File: config.mk
export PLATFORM = sky130hd
export DESIGN_NAME = ktpl_front
export DESIGN_NICKNAME = d
export VERILOG_FILES = /design/src/rtl/ktpl_pkg.sv /design/src/rtl/ktpl_front.sv
export SDC_FILE = /design/constraint.sdc
export NUM_CORES = 1
export LEC_CHECK = 0
export ABC_AREA = 1
export BUFFER_PORTS_ARGS = -buffer_cell sky130_fd_sc_hd__buf_4
export CORE_MARGIN = 10
export CORE_UTILIZATION = 50
export CTS_BUF_LIST = sky130_fd_sc_hd__clkbuf_4 sky130_fd_sc_hd__clkbuf_8 sky130_fd_sc_hd__clkbuf_16
export DETAILED_ROUTE_END_ITERATION = 7
export PLACE_DENSITY = 0.86
export SYNTH_ARGS = -nofsm -noshare
export SYNTH_HDL_FRONTEND = slang
export SYNTH_SLANG_ARGS = --single-unit
File: constraint.sdc
create_clock -name clk -period 5.2 [get_ports clk]
set_input_delay 1.04 -clock clk [delete_from_list [all_inputs] [get_ports clk]]
set_output_delay 1.04 -clock clk [all_outputs]
set_load 0.02 [all_outputs]
File: src/rtl/ktpl_pkg.sv
// Package: shared types, codes and defaults for the k-nomial tree peer lookup.
`default_nettype none

package ktpl_pkg;

    // Defaults for the top-level parameters
    localparam int GROUP_MAX_DEF = 256;
    localparam int RANK_BITS_DEF = 16;

    // Command queue between front and back (power of two)
    localparam int QUEUE_DEPTH = 2;
    localparam int QPTR_W      = $clog2(QUEUE_DEPTH);
    localparam int QCNT_W      = $clog2(QUEUE_DEPTH + 1);

    // Field widths fixed by the interface
    localparam int GCOUNT_W = 9;
    localparam int OWN_W    = 8;
    localparam int RADIX_W  = 9;
    localparam int EIDX_W   = 8;
    localparam int RANKF_W  = 16;
    localparam int LVL_W    = 4;
    localparam int CFG_IDX_W = 2;
    localparam int CFG_DAT_W = 9;

    // Walk arithmetic: offsets and candidates stay below own + 2 * group size
    localparam int WALK_W = 10;

    // Opcodes
    localparam logic OP_WRITE  = 1'b0;
    localparam logic OP_LOOKUP = 1'b1;

    // Tree modes
    localparam logic MODE_BINOMIAL = 1'b0;
    localparam logic MODE_KNOMIAL  = 1'b1;

    // Configuration register indexes
    localparam logic [CFG_IDX_W-1:0] CFG_GROUP_COUNT = 2'd0;
    localparam logic [CFG_IDX_W-1:0] CFG_OWN_INDEX   = 2'd1;
    localparam logic [CFG_IDX_W-1:0] CFG_TREE_RADIX  = 2'd2;
    localparam logic [CFG_IDX_W-1:0] CFG_TREE_MODE   = 2'd3;

    typedef struct packed {
        logic               opcode;
        logic [EIDX_W-1:0]  entry_index;
        logic [RANKF_W-1:0] entry_rank;
        logic [RANKF_W-1:0] source_rank;
    } in_word_t;

    typedef struct packed {
        logic              found;
        logic [EIDX_W-1:0] peer_index;
        logic [LVL_W-1:0]  level;
    } out_word_t;

    // Classified command handed from front to back
    typedef struct packed {
        logic               is_lookup;
        logic [EIDX_W-1:0]  index;
        logic [RANKF_W-1:0] rank;
    } cmd_t;

    typedef struct packed {
        logic [GCOUNT_W-1:0] group_count;
        logic [OWN_W-1:0]    own_index;
        logic [RADIX_W-1:0]  tree_radix;
        logic                tree_mode;
    } cfg_t;

    typedef enum logic [1:0] {
        ST_IDLE,
        ST_WALK,
        ST_DONE
    } walk_state_t;

endpackage

`default_nettype wire

File: src/rtl/ktpl_front.sv
// Front end: accepts input words, classifies them and queues commands.
`default_nettype none

module ktpl_front
    import ktpl_pkg::*;
#(
    parameter int GROUP_MAX = GROUP_MAX_DEF
) (
    input  wire logic     clk,
    input  wire logic     rst_n,
    input  wire logic     in_valid,
    output logic          in_ready,
    input  wire in_word_t in_word,
    output logic          cmd_valid,
    input  wire logic     cmd_ready,
    output cmd_t          cmd
);

    cmd_t              q_mem_reg [QUEUE_DEPTH];
    logic [QPTR_W-1:0] wr_ptr_reg, wr_ptr_next;
    logic [QPTR_W-1:0] rd_ptr_reg, rd_ptr_next;
    logic [QCNT_W-1:0] count_reg,  count_next;
    logic              keep;
    logic              push;
    logic              pop;
    cmd_t              cmd_in;

    // writes beyond the table are dropped here
    always_comb
    begin
        cmd_in.is_lookup = (in_word.opcode == OP_LOOKUP);
        cmd_in.index     = in_word.entry_index;
        cmd_in.rank      = (in_word.opcode == OP_LOOKUP) ? in_word.source_rank
                                                         : in_word.entry_rank;
        keep = (in_word.opcode == OP_LOOKUP) || (32'(in_word.entry_index) < GROUP_MAX);
    end

    assign in_ready  = (count_reg != QCNT_W'(QUEUE_DEPTH));
    assign push      = in_valid && in_ready && keep;
    assign cmd_valid = (count_reg != '0);
    assign pop       = cmd_valid && cmd_ready;
    assign cmd       = q_mem_reg[rd_ptr_reg];

    always_comb
    begin
        wr_ptr_next = push ? wr_ptr_reg + QPTR_W'(1) : wr_ptr_reg;
        rd_ptr_next = pop  ? rd_ptr_reg + QPTR_W'(1) : rd_ptr_reg;
        count_next  = count_reg;
        if (push && !pop)
        begin
            count_next = count_reg + QCNT_W'(1);
        end
        else if (pop && !push)
        begin
            count_next = count_reg - QCNT_W'(1);
        end
    end

    always_ff @(posedge clk or negedge rst_n)
    begin
        if (!rst_n)
        begin
            wr_ptr_reg <= '0;
            rd_ptr_reg <= '0;
            count_reg  <= '0;
        end
        else
        begin
            wr_ptr_reg <= wr_ptr_next;
            rd_ptr_reg <= rd_ptr_next;
            count_reg  <= count_next;
        end
    end

    always_ff @(posedge clk)
    begin
        if (push)
        begin
            q_mem_reg[wr_ptr_reg] <= cmd_in;
        end
    end

    a_count_bound: assert property (@(posedge clk) disable iff (!rst_n)
        count_reg <= QCNT_W'(QUEUE_DEPTH))
        else $error("queue count above depth");

    a_no_push_full: assert property (@(posedge clk) disable iff (!rst_n)
        (count_reg == QCNT_W'(QUEUE_DEPTH)) |-> !push)
        else $error("push into full queue");

    a_count_track: assert property (@(posedge clk) disable iff (!rst_n)
        (push && !pop) |=> (count_reg == $past(count_reg) + QCNT_W'(1)))
        else $error("queue count lost a push");

endmodule

`default_nettype wire

Word level (Yosys, flattened, before mapping)
Memories as Yosys holds them, arrays and structs flattened. Cells that the tools add are included.

Register bits after elaboration: 4. Bits in latches: 0. RAM bits: 50. ROM bits: 0. Word-level logic and storage cells: 22. Memories: 1.

Memories: q_mem_reg (depth 2, width 25, read ports 1, clocked after Yosys merged registers in 0, write ports 1, line ktpl_front.sv:19) `cmd_t q_mem_reg [QUEUE_DEPTH];`.

$add $sub $neg: 4. Multiply operators: 0. Div/mod/pow operators: 0. Order comparisons: 0. Eq/ne operators: 1. Shift operators: 0. Multiplexer cells: 5. Bitwise gates (word level): 0. Reductions and logical operators: 8.

Operator list (count): two-way mux 16 bit (1); logical AND 1 bit (4); two-way mux 2 bit (2); nonzero test 2 bit (2); adder 1 bit (second input constant) (2); adder 2 x 1 -> 2 bit (second input constant) (1); zero test 1 bit (2); two-way mux 1 bit (2); inequality test 2 bit (second input constant) (1); subtractor 2 x 1 -> 2 bit (second input constant) (1).

Depth between registers and ports, before layout
Depth in word-level cells: 6. Mapped depth: 10. Gate-level depth less buffers: 10.

Worst setup path before layout
OpenSTA, ideal clock, no wires.

Kind: in2reg. Start: in in_valid. End: mem q_mem_reg[0][0] (netlist bit), enable pin. Library setup time: 0.407 ns. Data arrival time: 2.223 ns. Setup slack: 2.570 ns. Stages: 2. Cell sequence: nand2_1 nor2_1.

Longest elaborated chain between the ends: 3.

Ends and longest elaborated chain: start, declared (line ktpl_front.sv:11) `input wire logic in_valid,`; logical AND 1 bit (line ktpl_front.sv:39) `assign push = in_valid && in_ready && keep;`; two-way mux 1 bit (line ktpl_front.sv:77) `if (push)`; two-way mux 1 bit (not written as such) (line ktpl_front.sv:79) `q_mem_reg[wr_ptr_reg] <= cmd_in;`; end, declared (line ktpl_front.sv:19).

No other way between the ends.

==> impl_metrics.yaml <==
route:
  routed_via_density: 4.891
  drt_iter0_markers: 63
  route.detailed.drc: 0
  wl_per_cell_um: 15.81
  postRouteAntennaNets: 0
  drt_first_pass_iters: 4
  drt_wl_total_um: 4791
  routed-via-count: 1482
setup_path:
  worstPathBufferInverterCount: 2
  reg2reg_from: "rd_ptr_reg"
  critical-path-top-delay-family: "flip-flops"
  worstRegToRegCells: 3
  crit-reg2reg-capture: "rd_ptr_reg"
  cpMaxStageDelayCell: "sky130_fd_sc_hd__dfrtp_1"
  worst-endpoint-arrival_ns: 2.05
  critical_path.most_common_cell: "sky130_fd_sc_hd__nand2_1"
  ff_to_ff_setup_slack_ns: 3.45
  worstPathCellList: "inv_2 -> nand2_1 -> nand2_1 -> buf_4"
  cp_data_required_time_ns: 4.16
  path_class: "flip-flop to output pin"
  cp-end-kind: "output pin"
  critPathMaxFanout: 27
  slowest_delay_ns: 0.94
  start_kind: "flip-flop"
sta:
  hold_viol: 0
  finalCriticalPeriod_ns: 3.093
  achievable_freq_mhz: 323.3
  final.setup_skew_ns: 0.008361
  final-max-slew-violation-count: 0
  worst-slew-pin-transition_ns: 0.9064
  setup_violators_final: 0
  period_share: 0.5949
  rsz0062_at_grt: "false"
  slew_headroom: 0.3957
  fin_worst_hold_slack_ns: 0.5248
  setup-tns-final_ns: 0
finish:
  mostFrequentLayoutCell: "sky130_fd_sc_hd__nand2_1"
  num_antenna_cells: 0
  area.growth.synth_to_final_pct: 28.16
  sequential_cell_area_um2: 1602
  ratio_of_cells_with_drive_above_1_in_the_final_layout: 0.3944
  most-common-layout-cells: "sky130_fd_sc_hd__nand2_1 (85), sky130_fd_sc_hd__buf_4 (73), sky130_fd_sc_hd__edfxtp_1 (50)"
  largest_reg_flops: 50
  post-route-util: 0.6664
  finish.cell_count_without_fillers: 303
  final.fill_count: 338
  multiInputGateArea_um2: 595.6
  final_stage_net_count: 296
yosys:
  ys.warnings.count: 0
  proportion_of_synthesized_chip_area_in_sequential_cells: 0.7025
  synth_area_per_cell_um2: 12.88
  netlist.top_cell.by_area: "sky130_fd_sc_hd__edfxtp_1"
  syn-instance-count: 177
  ys_types: 17
  post_synth_instance_area_um2: 2280
  synth-seq-cells: 54
  synth.top_cells.by_area: "sky130_fd_sc_hd__edfxtp_1 (66%), sky130_fd_sc_hd__nand2_1 (14%), sky130_fd_sc_hd__mux2_4 (6.6%), sky130_fd_sc_hd__dfrtp_1 (4.4%), sky130_fd_sc_hd__mux2_2 (3.0%)"
  syn-num-nets: 223
  synth_top_cell_area_share: 0.6586
global_routing:
  wire_length_of_the_first_global_routing_pass_um: 7417
  grt_pass1_vias: 1555
  grt_antenna_before_repair: 0
  largest_net_degree_at_the_start_of_global_routing: 28
  overflow: 0
  grt_use_total: 0.1253
pwr:
  worst_ir_drop_vdd_v: 0.0003105
  overall_power_uw: 1512
  leakagePower_uw: 0.001322
  power.density_cell_area_nw_per_um2: 517.6
die:
  die_width_um: 87.53
  fp.dieArea_um2: 7661
  start_util: 0.5200
  die_h_um: 87.53
  core_area_um2: 4384
  fp-row-count: 24
  num_io_pins: 72
clock_network:
  cts-root-buf: "sky130_fd_sc_hd__clkbuf_8"
  clk_transition_reported_paths_ns: 0.08
  cts-buffers-inserted: 5
  clk_latency_ns: 0.30
  tritoncts_clock_tree: "yes"
  h_tree_depth_reported_by_cts: 2
  clock_path_buffers: 2
  cts.hold.buffers_added: 0
  tritoncts_num_sinks: 54
  post_cts_resized: 0
  cts_setup_buffers: 0
run_status:
  status: "finished clean"
place:
  numPlacedInstances: 295
  detailedPlacementHpwl_um: 3492
  finalWeightedCongestion: 0.7168
  portBuffers: 71
run:
  timing.max_cap.violations: 0
hold_path:
  min_path_type: "input port to async pin"
-- cells by family after synthesis --
group / after synthesis / share of synthesized area
xor+xnor: 2 / 0.007685
mux: 16 / 0.09550
fa+ha+maj: 1 / 0.005488
simple gates: 90 / 0.1504
flops: 54 / 0.7025
buf+inv: 14 / 0.03841
-- stage by stage --
step / instance area [um2] / setup slack, ns
2_1_floorplan: 2280 / 2.570
3_3_place_gp: 2836 / 2.458
5_1_grt: 2922 / 1.878
6_report: 2922 / 2.107
3_5_place_dp: 2836 / 2.426
4_1_cts: 2922 / 2.080
-- routing by layer --
layer | part of all wire | wire, um | vias to the layer above | track usage
met5 | 0 | 0 | - | 0
met4 | 0.020 | 97 | 0 | 0.04348
met3 | 0.11 | 505 | 12 | 0.06835
met1 | 0.38 | 1816 | 679 | 0.1375
li1 | - | - | 735 | -
met2 | 0.49 | 2371 | 56 | 0.2017
-- layout make-up --
| type | count | area share |
|---|---|---|
| multi-input cells | 109 | 0.2039 |
| clock inverters | 2 | 0.002998 |
| clock buffers | 6 | 0.02612 |
| flip-flops and latches | 54 | 0.5482 |
| repair buffers | 73 | 0.1876 |
| well taps | 52 | 0.02227 |
| inverters | 7 | 0.008994 |
-- cells in the mapped netlist, drive strengths merged --
cell type,instances
mux2,16
nor2,2
inv,7
edfxtp,50
xnor2,1
buf,7
nand2,85
nand4,1
xor2,1
dfrtp,4
nand3,2
ha,1
-- report_power, final --
part	total [uW]	switching, uW	internal (uW)
Combinational	632	388	244
Clock	221	123	98.0
Sequential	659	60.7	599
Total	1510	571	941
-- worst max-delay path by stage --
stage,cells past startpoint,from,slack [ns],end
finish,4,rd_ptr_reg,2.11,cmd[4]
detailed placement,4,rd_ptr_reg,2.43,cmd[19]
global route,4,rd_ptr_reg,1.88,cmd[21]
global placement,4,rd_ptr_reg,2.46,cmd[15]
floorplan,2,in_valid,2.57,q_mem_reg[0][0]
CTS,4,rd_ptr_reg,2.08,cmd[19]
Note: power is estimated with default switching activity, not from simulation.
